--- src/design/ppc_pkg.sv ---
// shared types and constants of the polygon plane clipper
// no dependencies; every other file of the block imports this package
`default_nettype none
package ppc_pkg;

  localparam int unsigned POS_FRAC_BITS = 16;
  localparam int unsigned T_FRAC_BITS   = 24;
  localparam int unsigned NUM_COMP      = 11;
  localparam int unsigned ADDR_W        = 5;

  localparam logic [63:0] EPS_RESET_W =
    ((64'd1 << (2 * POS_FRAC_BITS)) + 64'd500000) / 64'd1000000;
  localparam logic [31:0] EPS_RESET     = EPS_RESET_W[31:0];
  localparam logic [31:0] PLANE_D_RESET = 32'd1 << POS_FRAC_BITS;

  localparam logic [2:0] REG_PLANE_A = 3'd0;
  localparam logic [2:0] REG_PLANE_B = 3'd1;
  localparam logic [2:0] REG_PLANE_C = 3'd2;
  localparam logic [2:0] REG_PLANE_D = 3'd3;
  localparam logic [2:0] REG_EPS     = 3'd4;

  typedef struct packed {
    logic [3:0][31:0] pos;
    logic [2:0][15:0] nrm;
    logic [31:0]      rgba;
  } vtx_t;

  typedef struct packed {
    vtx_t        v;
    logic [63:0] dval;
    logic        last;
  } rec_t;

  typedef struct packed {
    vtx_t v;
    logic empty;
    logic eop;
  } res_t;

  typedef struct packed {
    logic [3:0][31:0] coef;
    logic [31:0]      eps;
  } cfg_t;

endpackage
`default_nettype wire

--- src/design/ppc_cfg.sv ---
// configuration registers behind the apb-style port
// depends on ppc_pkg
`default_nettype none
module ppc_cfg (
  input  wire logic                        clk_i,
  input  wire logic                        rst_ni,
  input  wire logic                        psel,
  input  wire logic                        penable,
  input  wire logic                        pwrite,
  input  wire logic [ppc_pkg::ADDR_W-1:0]  paddr,
  input  wire logic [31:0]                 pwdata,
  output logic [31:0]                      prdata,
  output logic                             pready,
  output ppc_pkg::cfg_t                    cfg_o
);
  import ppc_pkg::*;

  cfg_t       cfg_q;
  logic [2:0] idx;
  logic       wr;

  assign idx    = paddr[ADDR_W-1:2];
  assign pready = 1'b1;
  assign wr     = psel && penable && pwrite && pready;
  assign cfg_o  = cfg_q;

  always_ff @(posedge clk_i or negedge rst_ni) begin
    if (!rst_ni) begin
      cfg_q.coef[0] <= '0;
      cfg_q.coef[1] <= '0;
      cfg_q.coef[2] <= '0;
      cfg_q.coef[3] <= PLANE_D_RESET;
      cfg_q.eps     <= EPS_RESET;
    end else if (wr) begin
      case (idx)
        REG_PLANE_A: cfg_q.coef[0] <= pwdata;
        REG_PLANE_B: cfg_q.coef[1] <= pwdata;
        REG_PLANE_C: cfg_q.coef[2] <= pwdata;
        REG_PLANE_D: cfg_q.coef[3] <= pwdata;
        REG_EPS:     cfg_q.eps     <= pwdata;
        default: ;
      endcase
    end
  end

  always_comb begin
    case (idx)
      REG_PLANE_A: prdata = cfg_q.coef[0];
      REG_PLANE_B: prdata = cfg_q.coef[1];
      REG_PLANE_C: prdata = cfg_q.coef[2];
      REG_PLANE_D: prdata = cfg_q.coef[3];
      REG_EPS:     prdata = cfg_q.eps;
      default:     prdata = '0;
    endcase
  end

endmodule
`default_nettype wire

--- config.mk ---
export PLATFORM = sky130hd
export DESIGN_NAME = ppc_cfg
export DESIGN_NICKNAME = d
export VERILOG_FILES = /design/src/design/ppc_pkg.sv /design/src/design/ppc_cfg.sv
export SDC_FILE = /design/constraint.sdc
export NUM_CORES = 1
export LEC_CHECK = 0
export BUFFER_PORTS_ARGS = -buffer_cell sky130_fd_sc_hd__buf_2
export CAP_MARGIN = 20
export CORE_MARGIN = 1.5
export CORE_UTILIZATION = 46
export CTS_CLUSTER_SIZE = 30
export DETAILED_ROUTE_END_ITERATION = 6
export PLACE_DENSITY = 0.75
export RECOVER_POWER = 100
export SYNTH_ARGS = -nofsm -noshare
export SYNTH_HDL_FRONTEND = slang
export SYNTH_SLANG_ARGS = --single-unit
export TNS_END_PERCENT = 1
--- constraint.sdc ---
create_clock -name clk_i -period 2.44 [get_ports clk_i]
set_input_delay 0.732 -clock clk_i [delete_from_list [all_inputs] [get_ports clk_i]]
set_output_delay 0.732 -clock clk_i [all_outputs]
set_load 0.02 [all_outputs]
== Word level (Yosys, flattened, before mapping) ==
Cells that the tools add are included.

* Register bits: 160
* Bits in latches: 0
* RAM bits: 0
* Output and inout bits: 193
* ROM bits: 0
* Memories kept: 0
* Bits of input ports: 42

* Divide/modulo/power cells: 0
* Reduce and logical (&&, ||, !) cells: 8
* Add/sub/neg operators: 0
* Shift operators: 0
* Mux-type cells: 1
* Multiply operators: 0
* Eq/ne operators: 4
* Bitwise operators: 0
* $lt $le $gt $ge: 0

{| class="wikitable"
|+ Operators with widths
! kind !! number
|-
| $pmux W32 S5 || 1
|-
| $reduce_and A2 Y1 || 5
|-
| $eq A3 B2 Y1 const B || 2
|-
| $eq A3 B1 Y1 const B || 1
|-
| $eq A3 B3 Y1 const B || 1
|-
| $logic_not A3 Y1 || 1
|-
| $logic_and A1 B1 Y1 || 2
|}

== Logic depth before layout (Yosys ltp) ==
* Word-level depth: 3
* Depth in mapped cells: 6
* Mapped depth without buffers: 3

== Worst setup path before layout ==
No wires, ideal clock.

* Path type: input -> output
* From: in paddr[2] (netlist name)
* To: out prdata[10]
* Setup slack: -0.290 ns
* Stages on the path: 5
* Data arrival time: 1.998 ns
* Buffers on the path: 2
* Cell sequence: buf_2 > clkbuf_1 > mux2_2 > a32oi_1 > o21ai_0

* Word-level cells in the longest chain between the ends: 2
* Elaborated cells on any way between the ends: 6
* Those cells by class: eq/ne: 4; mux: 1; reduce/logical: 1

{| class="wikitable"
|+ RTL lines
! what !! line !! source
|-
| start: declaration || ppc_cfg.sv:10 || <nowiki>input wire logic [ppc_pkg::ADDR_W-1:0] paddr,</nowiki>
|-
| $eq A3 B3 Y1 (tied with other cells) || ppc_cfg.sv:47 || <nowiki>case (idx)</nowiki>
|-
| $pmux W32 S5 * || ppc_cfg.sv:47 ||
|-
| end: declaration || ppc_cfg.sv:12 || <nowiki>output logic [31:0] prdata,</nowiki>
|}

Every way passes the cells marked *; elsewhere a longest branch is shown, timed or not.

== Worst setup path after layout ==
* From: in paddr[2] (netlist name)
* To: out prdata[27]

The elaborated chain is that of the path after synthesis.

==> flow_results.org <==
** Run status
- Outcome :: complete, but fails checks
- Violations in the final reports :: setup timing

** Layout
- For this run, the post-layout net count is 799.
- 0 antenna diodes ended up in the layout.
- Relative to the synthesized area, the layout overhead comes to 33.9%.
- After filler insertion, the fill cell instance count of the layout stands at 1222.
- Most common library cell in the layout ignoring fill and taps :: sky130_fd_sc_hd__clkbuf_1
- Cells with a size suffix above 1 make up 51.8% of the layout.
- Leaving out fill and tap cells, the most frequent cells in the layout are 164 x sky130_fd_sc_hd__clkbuf_1, 157 x sky130_fd_sc_hd__mux2_2, 153 x sky130_fd_sc_hd__dfrtp_1.
- Flip-flop count of the largest register, all copies and words added :: 160
- Number of cells in the finished layout apart from fillers :: 981

** Detailed routing
- Average via count per standard cell :: 5.65
- The first TritonRoute pass finished after 4 iterations.
- Total wire length after detailed routing :: 22.0 mm
- Post-detailed-route DRC marker count :: 0
- Across all layers, the routed design uses 5547 vias.
- Antenna Nets Post-Route :: 0
- DRC violation total after the first TritonRoute iteration :: 300
- In the final routed layout, each cell accounts on average for 22.5 µm.

** Clock network
- Source-to-sink clock delay at the later pin of the worst-skew pair :: 0.42 ns
- Clk root buf :: sky130_fd_sc_hd__clkbuf_16
- CTS clock-pin slew for the worst setup and hold paths :: 0.05 ns
- TritonCTS built the clock tree.
- For this design, the sink count on the clock tree is 160.
- Max H-tree Level :: 4
- Maximum root-to-sink buffer count :: 2
- Inserted Clock Buffers :: 17
- Number of buffers added to fix hold violations after cts :: 0

** Placed design
- Dpl hpwl :: 14.9 mm
- Port Buffer Count :: 231
- Gpl congestion :: 0.850
- Worst Setup Slack post-DPL :: -0.248 ns
- Inst Count DP :: 944

** Floorplanning
- Placement Rows :: 45
- Horizontal die dimension :: 129 µm
- The floorplan step defined a die boundary enclosing 16700 µm².
- Chip height :: 129 µm
- During I/O placement, the number of pins put on the boundary was 235.
- Standard cell core area :: 15400 µm²
- The initial utilization of the core area, before any placement, comes to 47.6%.

** Global route
- Entering global routing, the biggest net connects 49 pins.
- Number of antenna violations at the first check in global routing :: 0
- All-Layer GR Usage :: 26.9%
- The via count of the first global-routing pass was 5904.
- The first global-routing pass estimated 33.6 mm of wire.
- The total overflow left after global routing is 0.

** Timing
- Final period demand of the worst path :: 2.50 ns
- Maximum operating frequency :: 400 MHz
- Number of failing setup endpoints in the final timing report :: 30
- Final hold violations :: 0
- The number of slew-limit violations in the final report was 0.
- Between clock sinks in the finished design, the worst skew comes to 0 ns.
- Setup slack on the critical path of the routed design comes to -0.0574 ns.
- Unrepaired setup endpoints after global routing :: yes
- Transition at the pin with the smallest max-transition slack :: 1.25 ns
- Setup total negative slack on the finished layout was measured at -0.778 ns.
- Rel. slew slack :: 16.5%
- The worst path uses 102% of the clock period.

** Critical path
- Of all nets on the critical path, the largest fanout is 7.
- STA classifies the critical path endpoint as a primary output.
- Crit-path slowest cell :: sky130_fd_sc_hd__mux2_2
- STA puts the critical path data required time at 1.71 ns.
- Data arrives at the worst endpoint at 1.77 ns.
- Walking the worst path, the cells encountered are buf_16, buf_16, mux2_2, a32oi_2, o21ai_1, buf_2.
- In this design, the critical path's most frequently occurring cell is sky130_fd_sc_hd__buf_16.
- Counting both buffers and inverters, the worst setup path holds a total of 3.
- Stage delay of the slowest cell on the critical path :: 0.35 ns
- The worst setup path is of the input port to primary output kind.
- Broken down by cell family, the worst path's largest delay share belongs to buffers and inverters.
- STA classifies the critical path startpoint as an input port.

** Synth
- In this run, distinct cell masters in the synthesized netlist total 25.
- Cell taking the most area after synthesis :: sky130_fd_sc_hd__dfrtp_1
- Yosys attributes the largest share of cell area to sky130_fd_sc_hd__dfrtp_1 52%, sky130_fd_sc_hd__mux2_2 25%, sky130_fd_sc_hd__mux2_4 6.2%, sky130_fd_sc_hd__a32oi_1 3.8%, sky130_fd_sc_hd__a22oi_1 3.2%.
- After synthesis the netlist holds a flip-flop and latch count of 160.
- Average footprint of a synthesized cell :: 14.5 µm²
- Synthesis produced a netlist whose cell count is 505.
- Netlist Area Pre-Place :: 7310 µm²
- When the netlist entered floorplanning its net count stood at 547.
- Yosys top cell area share :: 52.4%
- Yosys printed 0 warnings.
- After synthesis, flip-flops and latches occupy 54.9% of the total area.

** Hold path
- The worst hold path belongs to the class register to register.

** Power
- Maximum vdd drop :: 0.504 mV
- Total Power :: 8.76 mW
- Leakage power summed over all cells :: 4.41 nW
- Pwr dens :: 895 nW/µm²

** Job
- The tool flagged a number of max-cap violations equal to 0.
## cell families (layout without fill, tap and decap cells)
logic type	Yosys count	after routing	synth area share, %
flip-flops	160	160	54.9
other	1	1	0.0513
AO/OA/AOI/OAI	96	96	9.32
buffers and inverters	43	308	3.22
multiplexers	192	192	31.1
AND/OR/NAND/NOR	13	13	1.44
## through the flow
| step | hold slack [ns] | cell area (µm²) | utilization (%) |
|---|---|---|---|
| floorplan | 0.436 | 7430 | - |
| CTS | 0.249 | 9910 | 64.5 |
| global route | 0.544 | 9790 | 63.7 |
| detailed placement | 0.505 | 9160 | 59.6 |
| finish | 0.522 | 9790 | 63.7 |
| global placement | 0.505 | 9160 | 59.6 |
## what timing repair did
action	in CTS	in global routing
gates resized for setup	25	51
gates cloned	1	2
endpoints found under the setup margin	32	32
buffers inserted	1	1
pin swaps	0	4
## worst paths after layout
path                           start         end  slack [ns]  depth (start not counted)
hold reg to reg            cfg_o[70]   cfg_o[70]        0.52                          1
min in group asynchronous     rst_ni  cfg_o[118]        0.58                          1
setup / recovery            paddr[2]  prdata[27]       -0.06                          6
max in group asynchronous     rst_ni  cfg_o[102]        0.32                          2
hold / removal             cfg_o[70]   cfg_o[70]        0.52                          1
setup reg to reg           cfg_o[44]   cfg_o[44]        1.58                          1
## routing by layer
metal  vias up  GRT usage (%)  wire length (µm)  share of wire, %
met3        42           6.90              1280               5.8
li1       2416              -                 -                 -
met2       225           44.9             11200                51
met1      2864           33.2              9060                41
met4         0           11.8               528               2.4
met5         -              0                 0                 0
## synthesized netlist by cell type, drive strengths merged
| cell | instances |
|---|---|
| mux2 | 192 |
| dfrtp | 153 |
| a32oi | 32 |
| o21ai | 32 |
| a22oi | 31 |
| buf | 23 |
| clkbuf | 19 |
| dfstp | 7 |
| nand2 | 2 |
| nor2 | 2 |
| nor2b | 2 |
| nor3b | 2 |
| a2bb2oi | 1 |
| and2b | 1 |
| conb | 1 |
| inv | 1 |
| nand3 | 1 |
| nand4b | 1 |
| nor3 | 1 |
| or3 | 1 |
## layout make-up
| type | instances | area [µm²] | share of cell area (%) |
|---|---|---|---|
| clock buffers | 27 | 523 | 5.34 |
| clock inverters | 5 | 50.0 | 0.511 |
| inverters | 1 | 3.75 | 0.0383 |
| multi-input cells | 302 | 3390 | 34.6 |
| flip-flops and latches | 160 | 4010 | 41.0 |
| well taps | 211 | 264 | 2.70 |
| repair buffers | 275 | 1550 | 15.8 |
## report_power, final
group          internal [mW]  total [mW]  switching (mW)  leakage, nW
registers               3.19        3.66           0.463         2.03
clock network           1.56        2.58            1.01        0.287
logic                   1.00        2.53            1.53         2.10
total                   5.76        8.76            3.00         4.41
No activity file was read; power rests on OpenSTA's default activity.
