### src/design/ppc_pkg.sv
// shared types and constants of the polygon plane clipper
// no dependencies; every other file of the block imports this package
`default_nettype none
package ppc_pkg;

  localparam int unsigned POS_FRAC_BITS = 16;
  localparam int unsigned T_FRAC_BITS   = 24;
  localparam int unsigned NUM_COMP      = 11;
  localparam int unsigned ADDR_W        = 5;

  localparam logic [63:0] EPS_RESET_W =
    ((64'd1 << (2 * POS_FRAC_BITS)) + 64'd500000) / 64'd1000000;
  localparam logic [31:0] EPS_RESET     = EPS_RESET_W[31:0];
  localparam logic [31:0] PLANE_D_RESET = 32'd1 << POS_FRAC_BITS;

  localparam logic [2:0] REG_PLANE_A = 3'd0;
  localparam logic [2:0] REG_PLANE_B = 3'd1;
  localparam logic [2:0] REG_PLANE_C = 3'd2;
  localparam logic [2:0] REG_PLANE_D = 3'd3;
  localparam logic [2:0] REG_EPS     = 3'd4;

  typedef struct packed {
    logic [3:0][31:0] pos;
    logic [2:0][15:0] nrm;
    logic [31:0]      rgba;
  } vtx_t;

  typedef struct packed {
    vtx_t        v;
    logic [63:0] dval;
    logic        last;
  } rec_t;

  typedef struct packed {
    vtx_t v;
    logic empty;
    logic eop;
  } res_t;

  typedef struct packed {
    logic [3:0][31:0] coef;
    logic [31:0]      eps;
  } cfg_t;

endpackage
`default_nettype wire

### src/design/ppc_front.sv
// front end: takes vertices, computes the plane distance, queues the record
// depends on ppc_pkg
`default_nettype none
module ppc_front (
  input  wire logic          clk_i,
  input  wire logic          rst_ni,
  input  wire logic          push,
  output logic               full,
  input  wire ppc_pkg::vtx_t vtx_i,
  input  wire logic          last_i,
  input  wire ppc_pkg::cfg_t cfg_i,
  output logic               q_valid_o,
  output ppc_pkg::rec_t      q_data_o,
  input  wire logic          q_pop_i
);
  import ppc_pkg::*;

  logic               busy_q;
  logic [2:0]         step_q;
  vtx_t               vtx_q;
  logic               last_q;
  logic signed [63:0] prod_q;
  logic [63:0]        acc_q;
  logic signed [64:0] sum;
  logic [63:0]        sat;
  logic               q_push;

  rec_t       mem_q [0:1];
  logic       wp_q, rp_q;
  logic [1:0] cnt_q;

  assign full = busy_q;

  // saturating accumulate, same order as the products arrive
  always_comb begin
    sum = $signed({acc_q[63], acc_q}) + $signed({prod_q[63], prod_q});
    if (sum[64] != sum[63]) begin
      sat = sum[64] ? {1'b1, 63'd0} : {1'b0, {63{1'b1}}};
    end else begin
      sat = sum[63:0];
    end
  end

  assign q_push = busy_q && (step_q == 3'd5) && (cnt_q != 2'd2);

  always_ff @(posedge clk_i or negedge rst_ni) begin
    if (!rst_ni) begin
      busy_q <= 1'b0;
      step_q <= '0;
    end else if (push && !full) begin
      busy_q <= 1'b1;
      step_q <= '0;
    end else if (busy_q) begin
      if (step_q != 3'd5) begin
        step_q <= step_q + 3'd1;
      end else if (q_push) begin
        busy_q <= 1'b0;
      end
    end
  end

  always_ff @(posedge clk_i) begin
    if (push && !full) begin
      vtx_q  <= vtx_i;
      last_q <= last_i;
      acc_q  <= '0;
    end else if (busy_q) begin
      if (step_q < 3'd4) begin
        prod_q <= $signed(cfg_i.coef[step_q[1:0]]) * $signed(vtx_q.pos[step_q[1:0]]);
      end
      if (step_q >= 3'd1 && step_q <= 3'd4) begin
        acc_q <= sat;
      end
    end
  end

  // two-entry queue toward the back end
  always_ff @(posedge clk_i or negedge rst_ni) begin
    if (!rst_ni) begin
      wp_q  <= 1'b0;
      rp_q  <= 1'b0;
      cnt_q <= '0;
    end else begin
      if (q_push) wp_q <= ~wp_q;
      if (q_pop_i) rp_q <= ~rp_q;
      cnt_q <= cnt_q + {1'b0, q_push} - {1'b0, q_pop_i};
    end
  end

  always_ff @(posedge clk_i) begin
    if (q_push) begin
      mem_q[wp_q] <= '{v: vtx_q, dval: acc_q, last: last_q};
    end
  end

  assign q_valid_o = (cnt_q != 2'd0);
  assign q_data_o  = mem_q[rp_q];

endmodule
`default_nettype wire

### config.mk
export PLATFORM = sky130hd
export DESIGN_NAME = ppc_front
export DESIGN_NICKNAME = d
export VERILOG_FILES = /design/src/design/ppc_pkg.sv /design/src/design/ppc_front.sv
export SDC_FILE = /design/constraint.sdc
export NUM_CORES = 2
export LEC_CHECK = 0
export BUFFER_PORTS_ARGS = -buffer_cell sky130_fd_sc_hd__buf_2
export CAP_MARGIN = 20
export CORE_MARGIN = 4
export CORE_UTILIZATION = 35
export DETAILED_ROUTE_END_ITERATION = 10
export MAX_ROUTING_LAYER = met4
export SETUP_SLACK_MARGIN = 0.1
export SLEW_MARGIN = 0
export SYNTH_ARGS = -nofsm -noshare
export SYNTH_HDL_FRONTEND = slang
export SYNTH_SLANG_ARGS = --single-unit
### constraint.sdc
create_clock -name clk_i -period 28.4 [get_ports clk_i]
set_input_delay 1.42 -clock clk_i [delete_from_list [all_inputs] [get_ports clk_i]]
set_output_delay 1.42 -clock clk_i [all_outputs]
set_load 0.005 [all_outputs]
After elaboration in Yosys (flattened, before gate mapping)
Memories as Yosys holds them, arrays and structs flattened.
Index checks and enable logic that the tools add are counted.
Widths: inputs -> output; s select.
{"block": "classes", "add_sub_neg": 4, "multipliers": 1, "magnitude_cmp": 4, "n_eq_ne": 4, "mux": 15, "bitwise_logic": 3, "reduce_logical": 11}
{"cell": "$bmux 32 s2", "n": 2}
{"cell": "$mux 64", "n": 2}
{"cell": "$add 64x64->65", "n": 1}
{"cell": "$mul 32x32->64", "n": 1}
{"cell": "$mux 32", "n": 2}
{"cell": "$mux 3", "n": 3}
{"cell": "$mux 1", "n": 6}
{"cell": "$reduce_bool 2->1", "n": 3}
{"cell": "$logic_and 1x1->1", "n": 4}
{"cell": "$reduce_and 2->1", "n": 2}
{"cell": "$add 3x1->3 const B", "n": 1}
{"cell": "$eq 3x3->1 const B", "n": 1}
{"cell": "$ge 3x1->1 const B", "n": 1}
{"cell": "$le 3x3->1 const B", "n": 1}
{"cell": "$lt 2x3->1 const B", "n": 1}
{"cell": "$lt 3x3->1 const B", "n": 1}
{"cell": "$ne 3x3->1 const B", "n": 1}
{"cell": "$not 1->1", "n": 3}
{"cell": "$reduce_and 3->1", "n": 1}
{"cell": "$add 2x1->2", "n": 1}
{"cell": "$ne 2x2->1 const B", "n": 1}
{"cell": "$sub 2x1->2", "n": 1}
{"cell": "$logic_not 1->1", "n": 1}
{"cell": "$ne 1x1->1", "n": 1}
{"block": "word_totals", "regBits": 345, "ramBits": 546, "inputBits": 373, "output_inout_bits": 275, "n_memories": 1}
{"name": "mem_q", "depth": 2, "width": 273, "read_ports": 1, "rd_clocked_by_memory_dff": 0, "wr": 1, "line_no": "ppc_front.sv:28", "rtl": "rec_t mem_q [0:1];"}

Logic depth before layout (Yosys ltp)
{"block": "depth", "word_depth": 7, "mapped_depth": 36}

Worst setup path before layout
OpenSTA, ideal clock, no wires.
{"block": "synth_timing", "kind": "reg2reg", "start": "register step_q[1]", "end": "memory mem_q[0][0] in the netlist's numbering (enable)", "setup_time_ns": 0.945, "t_arrival_ns": 13.532, "required_time_ns": 27.455, "path_slack_ns": 13.923, "path_stages_with_launch": 8, "n_path_buf": 2, "cell_sequence": "dfrtp_1 -> clkbuf_1 -> clkinv_1 -> buf_1 -> ha_1 -> nand3_1 -> a21oi_1 -> nor2b_1"}
{"block": "synth_via", "elab_chain_len": 5}
{"item": "start, declared", "line_no": "ppc_front.sv:19", "rtl": "logic [2:0] step_q;"}
{"item": "start signal, assigned", "line_no": "ppc_front.sv:55", "rtl": "step_q <= step_q + 3'd1;"}
{"item": "$eq 3x3->1", "line_no": "ppc_front.sv:44", "rtl": "assign q_push = busy_q && (step_q == 3'd5) && (cnt_q != 2'd2);"}
{"item": "$logic_and 1x1->1 (2 in a row)", "line_no": "ppc_front.sv:44"}
{"item": "named net q_push", "line_no": "ppc_front.sv:26", "rtl": "logic q_push;"}
{"item": "$mux 1", "line_no": "ppc_front.sv:91", "rtl": "if (q_push) begin"}
{"item": "$mux 1 (not written as such)", "line_no": "ppc_front.sv:92", "rtl": "mem_q[wp_q] <= '{v: vtx_q, dval: acc_q, last: last_q};"}
{"item": "end, declared", "line_no": "ppc_front.sv:28"}
The timed path passes the listed nets, and every way through them passes these cells.

Worst setup path after layout
{"block": "layout_timing", "start": "register step_q[0]", "end": "register prod_q[59], data pin"}
{"block": "layout_via", "elab_chain_len": 3, "word_cells_on_any_way": 5}
{"item": "$bmux 32 s2", "line_no": "ppc_front.sv:69", "rtl": "prod_q <= $signed(cfg_i.coef[step_q[1:0]]) * $signed(vtx_q.pos[step_q[1:0]]);"}
{"item": "$mux 32 (not written as such)", "line_no": "ppc_front.sv:69"}
{"item": "$mul 32x32->64 (*)", "line_no": "ppc_front.sv:69"}
{"item": "end signal, assigned", "line_no": "ppc_front.sv:69"}
{"item": "end, declared", "line_no": "ppc_front.sv:22", "rtl": "logic signed [63:0] prod_q;"}
Every way passes the cells marked *; elsewhere a longest branch is shown, timed or not. The select of a mux whose other input is x is not followed.
A chain may end at the register's enable or synchronous reset.

==> metrics.md <==
| Metric | Value |
|---|---|
| Max-slew violations | 0 |
| Gpl congestion | 0.949 |
| Beginning of the worst hold path | vtx_q[37]$_DFFE_PP_ |
| Ys flop type | edfxtp_1 |
| Gate count of the mapped netlist | 6,132 |
| DPL Wire Length | 162,000 um |
| WP data required | 28,860 ps |
| Achievable Freq | 84.2 MHz |
| TritonCTS buffer count | 96 |
| Final number of setup-violating endpoints | 0 |
| Crit path top cell by count | fa_1 |
| Outcome | finished, final reports clean |
| Largest cells by area after synthesis | edfxtp_1 34%, fa_1 30%, inv_1 5.3% |
| Crit start category | flip-flop |
| Clk Latency, worst-skew pair | 810 ps |
| Yosys warns | 0 |
| Max Buffers Root-to-Sink | 3 |
| PortBufs | 615 |
| Crit end category | flip-flop |
| Tightest Pin Transition | 1190 ps |
| Sequential fraction of the synthesis area | 0.363 |
| Die extent in x | 461 um |
| Layout Utilization | 0.398 |
| Fillers | 19,600 |
| Worst r2r path cells | 30 |
| Multi-input logic area | 41,000 um^2 |
| Hold depth | 0 |
| Vias | 47,900 |
| Flop2flop setup slack | 16,520 ps |
| Nets | 8,377 |
| Hold path endpoint | mem_q[1][102]$_DFFE_PP_ |
| Row Count | 166 |
| Root buf cell | clkbuf_16 |
| Share of layout cells above drive strength 1 | 0.198 |
| CP Class | reg2reg |
| Synth-to-layout area growth | 13.3% |
| Cts hold-fix bufs | 0 |
| Initial antenna violation count | 18 |
| Routed wire length | 211,000 um |
| Mean Syn Cell Area | 11.7 um^2 |
| Post-synth EDFFs | 819 |
| Reg area | 26,100 um^2 |
| Remaining antenna violation count | 0 |
| Reg-to-reg startpoint | step_q[0]$_DFFE_PN0P_ |
| CTS resizes | 0 |
| DRC Markers | 0 |
| First-pass GRT wire length | 320,000 um |
| Pre-CTS setup slack | 16,750 ps |
| Clk sinks | 891 |
| Worst path arrival time | 12,340 ps |
| DR pass1 iterations | 6 |
| Largest area contributor in the netlist | edfxtp_1 |
| Yosys cell types | 90 |
| Total track usage | 0.206 |
| Congestion Overflow GR | 0 |
| Slew headroom | 0.205 |
| Critical Path Max Stage Delay | 800 ps |
| Chip height | 461 um |
| Placed Area | 78,100 um^2 |
| WL/cell | 22.3 um |
| Slowest cell on crit path | dfrtp_4 |
| Synth Cell Area | 71,900 um^2 |
| Core Area | 204,000 um^2 |
| Critical-path maximum fanout | 55 |
| Hold WC Path Type | reg2reg |
| Boundary pin count | 648 |
| DRT iter0 DRCs | 3,766 |
| Final WS setup | 16,520 ps |
| R2R Path End | prod_q[59]$_DFFE_PP_ |
| Via/cell ratio | 5.06 |
| Fin area | 81,400 um^2 |
| Share of the synthesized area in the top cell type | 0.342 |
| Clock transition at path regs | 60 ps |
| Min Tclk post-route | 11,880 ps |
| Post-synthesis net count | 7,840 |
| Setup TNS Final | 0 ps |
| Initial Util | 0.352 |
| Setup bufs post-CTS | 0 |
| Fin crit share | 0.418 |
| Largest net degree at the start of global routing | 137 |
| Full die area | 213,000 um^2 |
| Clk_skew | 95.8 ps |
| Async S/R FF share, synth | 0.00898 |
| RSZ-0062 raised after global routing | false |
| Final Hold Viols | 0 |
| Yosys reg bits | 891 |
| CTS tree | built |
| Max_cap viols | 0 |
| Vias in the first global route | 51,400 |
| H-tree Lvls | 3 |
cell families (layout without fill, tap and decap cells):
group	after synthesis	count (layout)	share of synthesized area
xor+xnor	133	133	0.0165
buf+inv	1302	1919	0.0700
mux	395	395	0.0625
other cells	0	16	0
compound gates	638	638	0.0558
fa+ha+maj	1396	1396	0.355
flops	891	891	0.363
simple gates	1377	1377	0.0776
metal layers:
layer  wire (um)  global-route usage  share of wire  vias to the layer above
li1            -                   -              -                    20900
met3       17200              0.0478          0.082                      467
met2      102000               0.340           0.49                     1850
met5           0                   -              0                        -
met4        8510              0.0717          0.040                        0
met1       82700               0.250           0.39                    24700
metrics by stage:
| stage | cells | hold WS (ps) |
|---|---|---|
| finish | 9453 | 436 |
| detailed placement | 9257 | 432 |
| floorplan | 6132 | 421 |
| global placement | 9256 | 422 |
| CTS | 9435 | 408 |
| global route | 9447 | 432 |
sequential cells by signal, indices dropped and copies added, names as in the netlist:
| name | count |
|---|---|
| vtx_q | 208 |
| mem_q | 546 |
| prod_q | 64 |
| acc_q | 64 |
| rp_q | 1 |
| full | 1 |
| last_q | 1 |
| wp_q | 1 |
| cnt_q | 2 |
| step_q | 3 |
worst max path at each step:
stage                     slack, ps  cells after the start               endpoint                   from
after floorplan               13920                      7  mem_q[0][0]$_DFFE_PP_  step_q[1]$_DFFE_PN0P_
after global placement        16850                     30   prod_q[56]$_DFFE_PP_  step_q[0]$_DFFE_PN0P_
after detailed placement      16750                     30   prod_q[56]$_DFFE_PP_  step_q[0]$_DFFE_PN0P_
after CTS                     16580                     30   prod_q[56]$_DFFE_PP_  step_q[0]$_DFFE_PN0P_
after global routing          16130                     30   prod_q[59]$_DFFE_PP_  step_q[0]$_DFFE_PN0P_
final                         16520                     30   prod_q[59]$_DFFE_PP_  step_q[0]$_DFFE_PN0P_
cell usage in the layout (no fill, tap or decap), types with 96 or more instances in the layout:
cell       count
clkbuf_16     96
nor2_1       586
nand2_1      622
inv_1       1016
mux2_2       327
fa_1        1083
ha_1         252
buf_4        103
a21oi_1      191
buf_2        615
o21ai_0      127
edfxtp_1     819
synthesized netlist by cell type (22+ instances only):
master	count
fa_1	1083
inv_1	1017
edfxtp_1	819
nand2_1	623
nor2_1	587
mux2_2	327
ha_1	252
clkbuf_1	244
a21oi_1	191
o21ai_0	134
xnor2_1	82
a21o_1	74
dfxtp_1	64
o21a_1	61
maj3_2	57
mux2i_1	57
o21ai_1	52
xor2_1	50
nand2b_1	30
o21bai_1	24
and2_1	23
nand3_1	23
nor3_1	22
final cells by class:
class / instances / share of cell area
Antenna cell: 16 / 0.000492
Multi-Input combinational cell: 3939 / 0.503
Inverter: 1019 / 0.0471
Sequential cell: 891 / 0.320
Clock inverter: 59 / 0.00854
Clock buffer: 119 / 0.0314
Tap cell: 2688 / 0.0413
Timing Repair Buffer: 722 / 0.0480
worst max-delay path: cells and delay by family, from the launching register on:
family	cells	cell delay, ps
buffers and inverters	9	2820
AND/OR/NAND/NOR	5	1070
XOR/XNOR	1	130
flip-flops	1	800
multiplexers	1	430
adder cells (fa/ha/maj)	9	4610
AO/OA/AOI/OAI	5	1550
Power is not shown: default switching activity piles up to over one toggle a cycle in this logic, so the estimate is an artifact.
