`config.mk`:
```
export PLATFORM = sky130hd
export DESIGN_NAME = ppc_back
export DESIGN_NICKNAME = d
export VERILOG_FILES = /design/src/design/ppc_pkg.sv /design/src/design/ppc_back.sv
export SDC_FILE = /design/constraint.sdc
export NUM_CORES = 2
export LEC_CHECK = 0
export BUFFER_PORTS_ARGS = -buffer_cell sky130_fd_sc_hd__buf_2
export CAP_MARGIN = 15
export CORE_AREA = 2 2 507 383
export CTS_CLUSTER_SIZE = 12
export DETAILED_ROUTE_END_ITERATION = 10
export DIE_AREA = 0 0 509 385
export GPL_ROUTABILITY_DRIVEN = 1
export GPL_TIMING_DRIVEN = 0
export HOLD_SLACK_MARGIN = 0.02
export PLACE_DENSITY = 0.8
export RECOVER_POWER = 25
export SLEW_MARGIN = 20
export SYNTH_ARGS = -nofsm -noshare
export SYNTH_HDL_FRONTEND = slang
export SYNTH_SLANG_ARGS = --single-unit
```
`constraint.sdc`:
```
create_clock -name clk_i -period 30.9 [get_ports clk_i]
set_clock_uncertainty 0.15 [all_clocks]
set_input_delay 3.09 -clock clk_i [delete_from_list [all_inputs] [get_ports clk_i]]
set_output_delay 3.09 -clock clk_i [all_outputs]
set_load 0.005 [all_outputs]
```
`src/design/ppc_pkg.sv`:
```
// shared types and constants of the polygon plane clipper
// no dependencies; every other file of the block imports this package
`default_nettype none
package ppc_pkg;

  localparam int unsigned POS_FRAC_BITS = 16;
  localparam int unsigned T_FRAC_BITS   = 24;
  localparam int unsigned NUM_COMP      = 11;
  localparam int unsigned ADDR_W        = 5;

  localparam logic [63:0] EPS_RESET_W =
    ((64'd1 << (2 * POS_FRAC_BITS)) + 64'd500000) / 64'd1000000;
  localparam logic [31:0] EPS_RESET     = EPS_RESET_W[31:0];
  localparam logic [31:0] PLANE_D_RESET = 32'd1 << POS_FRAC_BITS;

  localparam logic [2:0] REG_PLANE_A = 3'd0;
  localparam logic [2:0] REG_PLANE_B = 3'd1;
  localparam logic [2:0] REG_PLANE_C = 3'd2;
  localparam logic [2:0] REG_PLANE_D = 3'd3;
  localparam logic [2:0] REG_EPS     = 3'd4;

  typedef struct packed {
    logic [3:0][31:0] pos;
    logic [2:0][15:0] nrm;
    logic [31:0]      rgba;
  } vtx_t;

  typedef struct packed {
    vtx_t        v;
    logic [63:0] dval;
    logic        last;
  } rec_t;

  typedef struct packed {
    vtx_t v;
    logic empty;
    logic eop;
  } res_t;

  typedef struct packed {
    logic [3:0][31:0] coef;
    logic [31:0]      eps;
  } cfg_t;

endpackage
`default_nettype wire

```
`src/design/ppc_back.sv`:
```
// back end: edge clipping sequencer with serial divider and shared lerp multiplier
// depends on ppc_pkg
`default_nettype none
module ppc_back (
  input  wire logic          clk_i,
  input  wire logic          rst_ni,
  input  wire ppc_pkg::cfg_t cfg_i,
  input  wire logic          q_valid_i,
  input  wire ppc_pkg::rec_t q_data_i,
  output logic               q_pop_o,
  output logic               out_push_o,
  output ppc_pkg::res_t      out_data_o,
  input  wire logic          out_full_i
);
  import ppc_pkg::*;

  localparam logic [3:0] S_IDLE  = 4'd0;
  localparam logic [3:0] S_START = 4'd1;
  localparam logic [3:0] S_EDGE  = 4'd2;
  localparam logic [3:0] S_DIV   = 4'd3;
  localparam logic [3:0] S_MUL   = 4'd4;
  localparam logic [3:0] S_EMITL = 4'd5;
  localparam logic [3:0] S_EMITB = 4'd6;
  localparam logic [3:0] S_EDONE = 4'd7;
  localparam logic [3:0] S_FLUSH = 4'd8;

  logic [3:0] state_q;
  logic       mid_q, sel_q, held_v_q;
  rec_t       cur_q, first_q, prev_q;
  vtx_t       held_q, lerp_q;

  logic [63:0]            r_q, den_q;
  logic                   tz_q;
  logic [4:0]             div_cnt_q;
  logic [T_FRAC_BITS:0]   t_q;
  logic [3:0]             mul_cnt_q;
  logic signed [59:0]     prod_q;

  rec_t               ea, eb;
  logic               in_a, in_b, can_emit, ge;
  logic [64:0]        r2, r2s;
  logic               r2ge;
  logic [3:0]         ridx;
  logic signed [32:0] ca_c, cb_c, ca_r;
  logic signed [33:0] diff;
  logic signed [59:0] xr, qr, res;

  function automatic logic is_inside(logic [63:0] d, logic [31:0] eps);
    logic signed [65:0] s;
    s = $signed({{2{d[63]}}, d}) + $signed({34'd0, eps});
    return !s[65];
  endfunction

  function automatic logic signed [32:0] comp(vtx_t v, logic [3:0] i);
    logic signed [32:0] c;
    case (i)
      4'd0, 4'd1, 4'd2, 4'd3: c = $signed({v.pos[i[1:0]][31], v.pos[i[1:0]]});
      4'd4:  c = $signed({{17{v.nrm[0][15]}}, v.nrm[0]});
      4'd5:  c = $signed({{17{v.nrm[1][15]}}, v.nrm[1]});
      4'd6:  c = $signed({{17{v.nrm[2][15]}}, v.nrm[2]});
      4'd7:  c = $signed({25'd0, v.rgba[7:0]});
      4'd8:  c = $signed({25'd0, v.rgba[15:8]});
      4'd9:  c = $signed({25'd0, v.rgba[23:16]});
      4'd10: c = $signed({25'd0, v.rgba[31:24]});
      default: c = '0;
    endcase
    return c;
  endfunction

  assign ea   = sel_q ? cur_q : prev_q;
  assign eb   = sel_q ? first_q : cur_q;
  assign in_a = is_inside(ea.dval, cfg_i.eps);
  assign in_b = is_inside(eb.dval, cfg_i.eps);
  assign ge   = $signed(ea.dval) >= $signed(eb.dval);

  // one quotient bit per cycle
  assign r2   = {r_q, 1'b0};
  assign r2ge = r2 >= {1'b0, den_q};
  assign r2s  = r2 - {1'b0, den_q};

  assign ridx = mul_cnt_q - 4'd1;
  assign ca_c = comp(ea.v, mul_cnt_q);
  assign cb_c = comp(eb.v, mul_cnt_q);
  assign ca_r = comp(ea.v, ridx);
  assign diff = $signed({cb_c[32], cb_c}) - $signed({ca_c[32], ca_c});
  assign xr   = prod_q + $signed(60'd1 << (T_FRAC_BITS - 1));
  assign qr   = xr >>> T_FRAC_BITS;
  assign res  = $signed({{27{ca_r[32]}}, ca_r}) + qr;

  assign can_emit = !held_v_q || !out_full_i;
  assign q_pop_o  = (state_q == S_IDLE) && q_valid_i;

  always_comb begin
    out_push_o = 1'b0;
    out_data_o = '{v: held_q, empty: 1'b0, eop: 1'b0};
    case (state_q)
      S_EMITL, S_EMITB: out_push_o = held_v_q && !out_full_i;
      S_FLUSH: begin
        out_push_o = !out_full_i;
        out_data_o = '{v: held_v_q ? held_q : '0, empty: !held_v_q, eop: 1'b1};
      end
      default: ;
    endcase
  end

  always_ff @(posedge clk_i or negedge rst_ni) begin
    if (!rst_ni) begin
      state_q  <= S_IDLE;
      mid_q    <= 1'b0;
      sel_q    <= 1'b0;
      held_v_q <= 1'b0;
      div_cnt_q <= '0;
      mul_cnt_q <= '0;
    end else begin
      case (state_q)
        S_IDLE: begin
          if (q_valid_i) state_q <= S_START;
        end
        S_START: begin
          if (!mid_q) begin
            mid_q <= 1'b1;
            if (cur_q.last) begin
              sel_q   <= 1'b1;
              state_q <= S_EDGE;
            end else begin
              state_q <= S_IDLE;
            end
          end else begin
            sel_q   <= 1'b0;
            state_q <= S_EDGE;
          end
        end
        S_EDGE: begin
          div_cnt_q <= '0;
          if (in_a != in_b) state_q <= S_DIV;
          else if (in_b)    state_q <= S_EMITB;
          else              state_q <= S_EDONE;
        end
        S_DIV: begin
          mul_cnt_q <= '0;
          if (div_cnt_q == 5'd0 && (tz_q || den_q == 64'd0 || r_q >= den_q)) begin
            state_q <= S_MUL;
          end else if (div_cnt_q == 5'(T_FRAC_BITS - 1)) begin
            state_q <= S_MUL;
          end else begin
            div_cnt_q <= div_cnt_q + 5'd1;
          end
        end
        S_MUL: begin
          if (mul_cnt_q == 4'(NUM_COMP)) state_q <= S_EMITL;
          else mul_cnt_q <= mul_cnt_q + 4'd1;
        end
        S_EMITL: begin
          if (can_emit) begin
            held_v_q <= 1'b1;
            state_q  <= in_b ? S_EMITB : S_EDONE;
          end
        end
        S_EMITB: begin
          if (can_emit) begin
            held_v_q <= 1'b1;
            state_q  <= S_EDONE;
          end
        end
        S_EDONE: begin
          if (!sel_q && cur_q.last) begin
            sel_q   <= 1'b1;
            state_q <= S_EDGE;
          end else begin
            state_q <= cur_q.last ? S_FLUSH : S_IDLE;
          end
        end
        S_FLUSH: begin
          if (!out_full_i) begin
            held_v_q <= 1'b0;
            mid_q    <= 1'b0;
            state_q  <= S_IDLE;
          end
        end
        default: state_q <= S_IDLE;
      endcase
    end
  end

  always_ff @(posedge clk_i) begin
    case (state_q)
      S_IDLE: begin
        if (q_valid_i) cur_q <= q_data_i;
      end
      S_START: begin
        if (!mid_q) begin
          first_q <= cur_q;
          if (!cur_q.last) prev_q <= cur_q;
        end
      end
      S_EDGE: begin
        t_q <= '0;
        if (ge) begin
          tz_q  <= $signed(ea.dval) <= 64'sd0;
          r_q   <= ea.dval;
          den_q <= ea.dval - eb.dval;
        end else begin
          tz_q  <= $signed(ea.dval) >= 64'sd0;
          r_q   <= 64'd0 - ea.dval;
          den_q <= eb.dval - ea.dval;
        end
      end
      S_DIV: begin
        if (div_cnt_q == 5'd0 && (tz_q || den_q == 64'd0)) begin
          t_q <= '0;
        end else if (div_cnt_q == 5'd0 && r_q >= den_q) begin
          t_q <= (T_FRAC_BITS+1)'(1) << T_FRAC_BITS;
        end else begin
          r_q <= r2ge ? r2s[63:0] : r2[63:0];
          t_q <= {t_q[T_FRAC_BITS-1:0], r2ge};
        end
      end
      S_MUL: begin
        if (mul_cnt_q < 4'(NUM_COMP)) begin
          prod_q <= diff * $signed({1'b0, t_q});
        end
        if (mul_cnt_q != 4'd0) begin
          case (ridx)
            4'd0, 4'd1, 4'd2, 4'd3: lerp_q.pos[ridx[1:0]] <= res[31:0];
            4'd4:  lerp_q.nrm[0]       <= res[15:0];
            4'd5:  lerp_q.nrm[1]       <= res[15:0];
            4'd6:  lerp_q.nrm[2]       <= res[15:0];
            4'd7:  lerp_q.rgba[7:0]    <= res[7:0];
            4'd8:  lerp_q.rgba[15:8]   <= res[7:0];
            4'd9:  lerp_q.rgba[23:16]  <= res[7:0];
            4'd10: lerp_q.rgba[31:24]  <= res[7:0];
            default: ;
          endcase
        end
      end
      S_EMITL: begin
        if (can_emit) held_q <= lerp_q;
      end
      S_EMITB: begin
        if (can_emit) held_q <= eb.v;
      end
      S_EDONE: begin
        if (sel_q || !cur_q.last) prev_q <= cur_q;
      end
      default: ;
    endcase
  end

  a_push_space: assert property (@(posedge clk_i) disable iff (!rst_ni)
    out_push_o |-> !out_full_i) else $error("result pushed into a full queue");

  a_pop_valid: assert property (@(posedge clk_i) disable iff (!rst_ni)
    q_pop_o |-> q_valid_i) else $error("vertex popped from an empty queue");

  a_flush_clears: assert property (@(posedge clk_i) disable iff (!rst_ni)
    (state_q == S_FLUSH && !out_full_i) |=> (!held_v_q && !mid_q))
    else $error("polygon flush left state behind");

  a_div_bound: assert property (@(posedge clk_i) disable iff (!rst_ni)
    (state_q == S_DIV) |-> (div_cnt_q < 5'(T_FRAC_BITS)))
    else $error("divider ran past its bit count");

endmodule
`default_nettype wire

```
* Word-level counts from Yosys, hierarchy flattened *
Cells that the tools add are included.

word-level totals
  input bits = 437
  bits in registers = 1461

operators by class
  reductions and logical operators = 52
  bitwise logic cells = 1
  multipliers = 1
  add/sub/neg operators = 12
  magnitude comparators = 9
  mux-type cells = 61
  eq/ne operators = 48

operators by type and width
  operator                                                          count
  two-way mux 273 bit                                               5
  two-way mux 208 bit                                               3
  case mux 273 bit (2 select lines)                                 1
  case mux 33 bit (8 select lines)                                  2
  case mux 208 bit (2 select lines)                                 1
  two-way mux 64 bit                                                5
  case mux 32 bit (8 select lines)                                  1
  two-way mux 210 bit                                               1
  binary-select mux 32 bit (select 2 bit)                           3
  subtractor 64 bit                                                 3
  adder 64 x 33 -> 65 bit                                           2
  bitwise mux 128 bit                                               1
  >= comparator 64 bit                                              2
  two-way mux 32 bit                                                4
  case mux 64 bit (2 select lines)                                  1
  >= comparator 65 x 64 -> 1 bit                                    1
  demux 32 bit (select 2 bit)                                       1
  >= comparator 64 x 1 -> 1 bit (second input constant)             1
  less-or-equal comparator 64 x 1 -> 1 bit (second input constant)  1
  zero test 64 bit                                                  1
  subtractor 1 x 64 -> 64 bit (first input constant)                1
  adder 56 x 25 -> 56 bit (second input constant)                   1
  multiplier 34 x 26 -> 56 bit                                      1
  two-way mux 25 bit                                                2
  41 further kinds                                                  139

* Longest topological paths before layout *
  word-level depth = 6
  depth in mapped cells = 56

* Least setup slack after synthesis *
OpenSTA, ideal clock, no wires.

  path type = register to register
  from = register state_q[3]
  to = register prev_q[100] (netlist bit) (enable)
  stages on the path, launching flop included = 7
  library setup time = 1.279 ns
  data arrival time = 31.674 ns
  path slack = -2.203 ns
  required time = 29.471 ns
  cell sequence = dfrtp_1 > clkbuf_1 > nor2_1 > nand3_1 > nor2_1 > nor2_1 > o21ai_0

on the way
  cells in the longest elaborated chain, start to end = 3
  elaborated cells between the ends (all ways) = 7
  classes of those cells = eq/ne: 5; reduce/logical: 2

RTL lines
  element                                                                              line             RTL
  start, declared                                                                      ppc_back.sv:27   logic [3:0] state_q;
  start signal, assigned                                                               ppc_back.sv:156  state_q <= in_b ? S_EMITB : S_EDONE;
  start signal, assigned                                                               ppc_back.sv:170  state_q <= cur_q.last ? S_FLUSH : S_IDLE;
  equality test 4 x 3 -> 1 bit / equality test 4 x 1 -> 1 bit (equally long branches)  ppc_back.sv:186  case (state_q)
  != test 2 bit (no line) / nonzero test 2 bit (equally long branches)                 n/a
  AND reduction 4 bit (no line) *                                                      n/a
  end signal, assigned                                                                 ppc_back.sv:193  if (!cur_q.last) prev_q <= cur_q;
  end signal, assigned                                                                 ppc_back.sv:243  if (sel_q || !cur_q.last) prev_q <= cur_q;
  end, declared                                                                        ppc_back.sv:29   rec_t cur_q, first_q, prev_q;

Mark *: on every way between the ends. The rest lies on a longest branch, timed or not.
A chain may end at the register's enable or synchronous reset.

* Worst setup path in the final report *
  from = register mul_cnt_q[0]
  to = register prod_q[52] (data pin)

on the way
  cells in the longest elaborated chain, start to end = 5
  elaborated cells between the ends (all ways) = 20
  classes of those cells = add/sub: 1; mul: 1; eq/ne: 10; mux: 6; reduce/logical: 2

RTL lines
  element                                                          line                            RTL
  start, declared                                                  ppc_back.sv:36                  logic [3:0] mul_cnt_q;
  start signal, assigned                                           ppc_back.sv:151                 else mul_cnt_q <= mul_cnt_q + 4'd1;
  equality test 4 x 1 -> 1 bit (tied with other cells)             ppc_back.sv:56                  case (i)
  OR reduction 4 bit / two-way mux 32 bit (equally long branches)  ppc_back.sv:56, ppc_back.sv:57
  case mux 33 bit (8 select lines)                                 ppc_back.sv:56
  subtractor 33 x 33 -> 34 bit *                                   ppc_back.sv:85                  assign diff = $signed({cb_c[32], cb_c}) - $signed({ca_c[32], ca_c});
  multiplier 34 x 26 -> 56 bit *                                   ppc_back.sv:220                 prod_q <= diff * $signed({1'b0, t_q});
  end signal, assigned                                             ppc_back.sv:220
  end, declared                                                    ppc_back.sv:37                  logic signed [59:0] prod_q;

Mark *: on every way between the ends. The rest lies on a longest branch, timed or not. The select of a mux whose other input is x is not followed.

==> impl_metrics.ini <==
[routing]
vias_per_cell = 6.58
detail_route.iter0.violations = 14017
drtPass1Iterations = 8
ant_nets = 0
vias = 87366
avgRoutedWirePerCell_um = 33.5
drc = 0
totalWireLength_mm = 445

[clocking]
clkTransAtPathRegs_ns = 0.07
numCtsBuffers = 159
cts_resized = 0
cts_setup_buffers = 0
cts.sinks = 1436
clk_latency_ns = 0.86
htree_levels = 4
cts_hold_buffers = 0
cts_root_buf = clkbuf_16
cts_buffer_depth = 4
cts_tree = yes

[hold_path]
min_path_type = flop to flop
whs_path_depth = 0

[synth]
avgSynthCellArea_sq_um = 11.0
synth_common_cells = edfxtp_1 (1420), inv_1 (1169), fa_1 (824)
synth_top_cell_by_area = edfxtp_1
synth_edf_count = 1420
yosysMostFrequentCell = edfxtp_1
synth_cell_type_count = 116
synth_cells = 9877
ys_seq_elements = 1436
synthesis.area_sq_mm = 0.108
ys.flop_type = edfxtp_1
yosysTopAreaCellShare = 0.394
async_flop_share = 0.0111
synth_seq_area_share = 0.398
syn-num-nets = 11685
yosys_warnings = 0
synth.area.top_cells = edfxtp_1 (39%), fa_1 (15%), ha_1 (6.3%), mux2i_1 (5.3%), inv_1 (4.1%)

[floorplanning]
core-area_sq_mm = 0.191
fp-row-count = 139
die_area_sq_mm = 0.196
io_pins = 649
initial_utilization = 0.567
die_w_um = 509
dieHeight_um = 385

[timing]
slew_viol_final = 154
period_share = 0.610
layout_min_cycle_time_ns = 18.86
tightestPinTransition_ns = 2.28
finalSetupViolations = 0
report.final.hold_viol_count = 0
rsz0062_at_grt = no
slew_headroom = -0.519
fmaxAchievable_mhz = 53.0

[layout]
layout-drive-gt1-share = 0.111
area.growth.synth_to_final_pct = 11.3
final_cell_area_sq_mm = 0.120
layout.nets = 12452
n_fill_cell = 15150
final_core_util = 0.631
stdcell_count = 13277

[worst_setup_path]
path_max_fanout = 12
cp_slowest_stage_delay_ns = 1.08
path_class = flop to flop
cp.arrival_ns = 19.21
r2r_cells = 47
cp-end-kind = flop
worst_path_most_repeated_cell = fa_1
cpMaxStageDelayCell = a2111oi_2
critPathRequiredTime_ns = 31.25
critPathLaunchType = flop

[global_route]
use_met3 = 0.175
overflow = 0
grt_pass1_vias = 84287
use_met1 = 0.635
grt_pass1_wl_mm = 619
grt_use_met2 = 0.611
grt_start_max_net_pins = 60
busiest_layer = met1
globalRouteTotalUtil = 0.449
antenna_found_initial = 39

[place]
port_buffers = 520
placed_cells = 13021
dpl.hpwl_mm = 358
placedInstanceArea_sq_mm = 0.116
gp_congestion = 1.08

[run_status]
status = finished with violations
violations = max-capacitance violations, max-slew violations

[flow_run]
cap_violations = 6
## metrics by stage
stage	setup slack, ns	TNS, ns	hold WS (ns)
after detailed placement	12.77	0	0.343
after global routing	12.00	0	0.350
after CTS	12.70	0	0.337
after global placement	-10.53	-2852.64	0.335
final	12.04	0	0.343
after floorplan	5.01	0	0.307
## routing by layer
| layer | share of wire | wire length [um] |
|---|---|---|
| met1 | 0.39 | 173000 |
| met2 | 0.40 | 177000 |
| met3 | 0.16 | 71000 |
| met4 | 0.052 | 23300 |
| met5 | 0.00056 | 248 |
## worst paths after layout
path | from | to | slack, ns
worst max-delay path | mul_cnt_q[0] | prod_q[52] | 12.04
worst min-delay path | cur_q[168] | prev_q[168] | 0.34
worst max register to register | mul_cnt_q[0] | prod_q[52] | 12.04
worst min register to register | cur_q[168] | prev_q[168] | 0.34
max in group asynchronous | rst_ni | mul_cnt_q[0] | 28.21
min in group asynchronous | rst_ni | state_q[0] | 2.06
## sequential cells by signal, summed over array words and instances, names as in the netlist
register	count
cur_q	273
first_q	272
prev_q	272
held_q	208
lerp_q	208
den_q	64
r_q	64
prod_q	33
t_q	25
div_cnt_q	5
mul_cnt_q	4
state_q	4
held_v_q	1
mid_q	1
sel_q	1
tz_q	1
## critical path, delay by kind of cell (launching register included)
kind / cells / cell delay (ns)
XOR/XNOR: 2 / 1.60
AND/OR/NAND/NOR: 7 / 2.01
flip-flops: 1 / 0.45
AO/OA/AOI/OAI: 14 / 4.76
adder cells (fa/ha/maj): 11 / 5.00
buffers and inverters: 13 / 4.51
## cell families after synthesis
| logic type | synth area share |
|---|---|
| buffers and inverters | 0.0618 |
| AO/OA/AOI/OAI | 0.101 |
| AND/OR/NAND/NOR | 0.119 |
| XOR/XNOR | 0.0279 |
| multiplexers | 0.0768 |
| adder cells (fa/ha/maj) | 0.216 |
| flip-flops | 0.398 |
## area by class of cell
type | count | area, sq um | share of cell area
Sequential cell | 1436 | 43000 | 0.357
Tap cell | 2538 | 3180 | 0.0264
Buffer | 509 | 2260 | 0.0188
Inverter | 1182 | 4440 | 0.0368
Antenna cell | 26 | 65.1 | 0.000540
Clock inverter | 48 | 470 | 0.00391
Clock buffer | 182 | 4070 | 0.0338
Timing Repair Buffer | 606 | 4100 | 0.0340
Multi-Input combinational cell | 6750 | 58800 | 0.488
## layout by cell type (no fill, tap or decap), types with 504 or more instances in the layout
cell type and instances:
mux2i_1 577, nor2_1 504, fa_1 824, buf_2 587, inv_1 1169, nand2_1 773
edfxtp_1 1420, ha_1 547, and2_1 525, a21oi_1 648
Power is not shown: default switching activity piles up to over one toggle a cycle in this logic, so the estimate is an artifact.
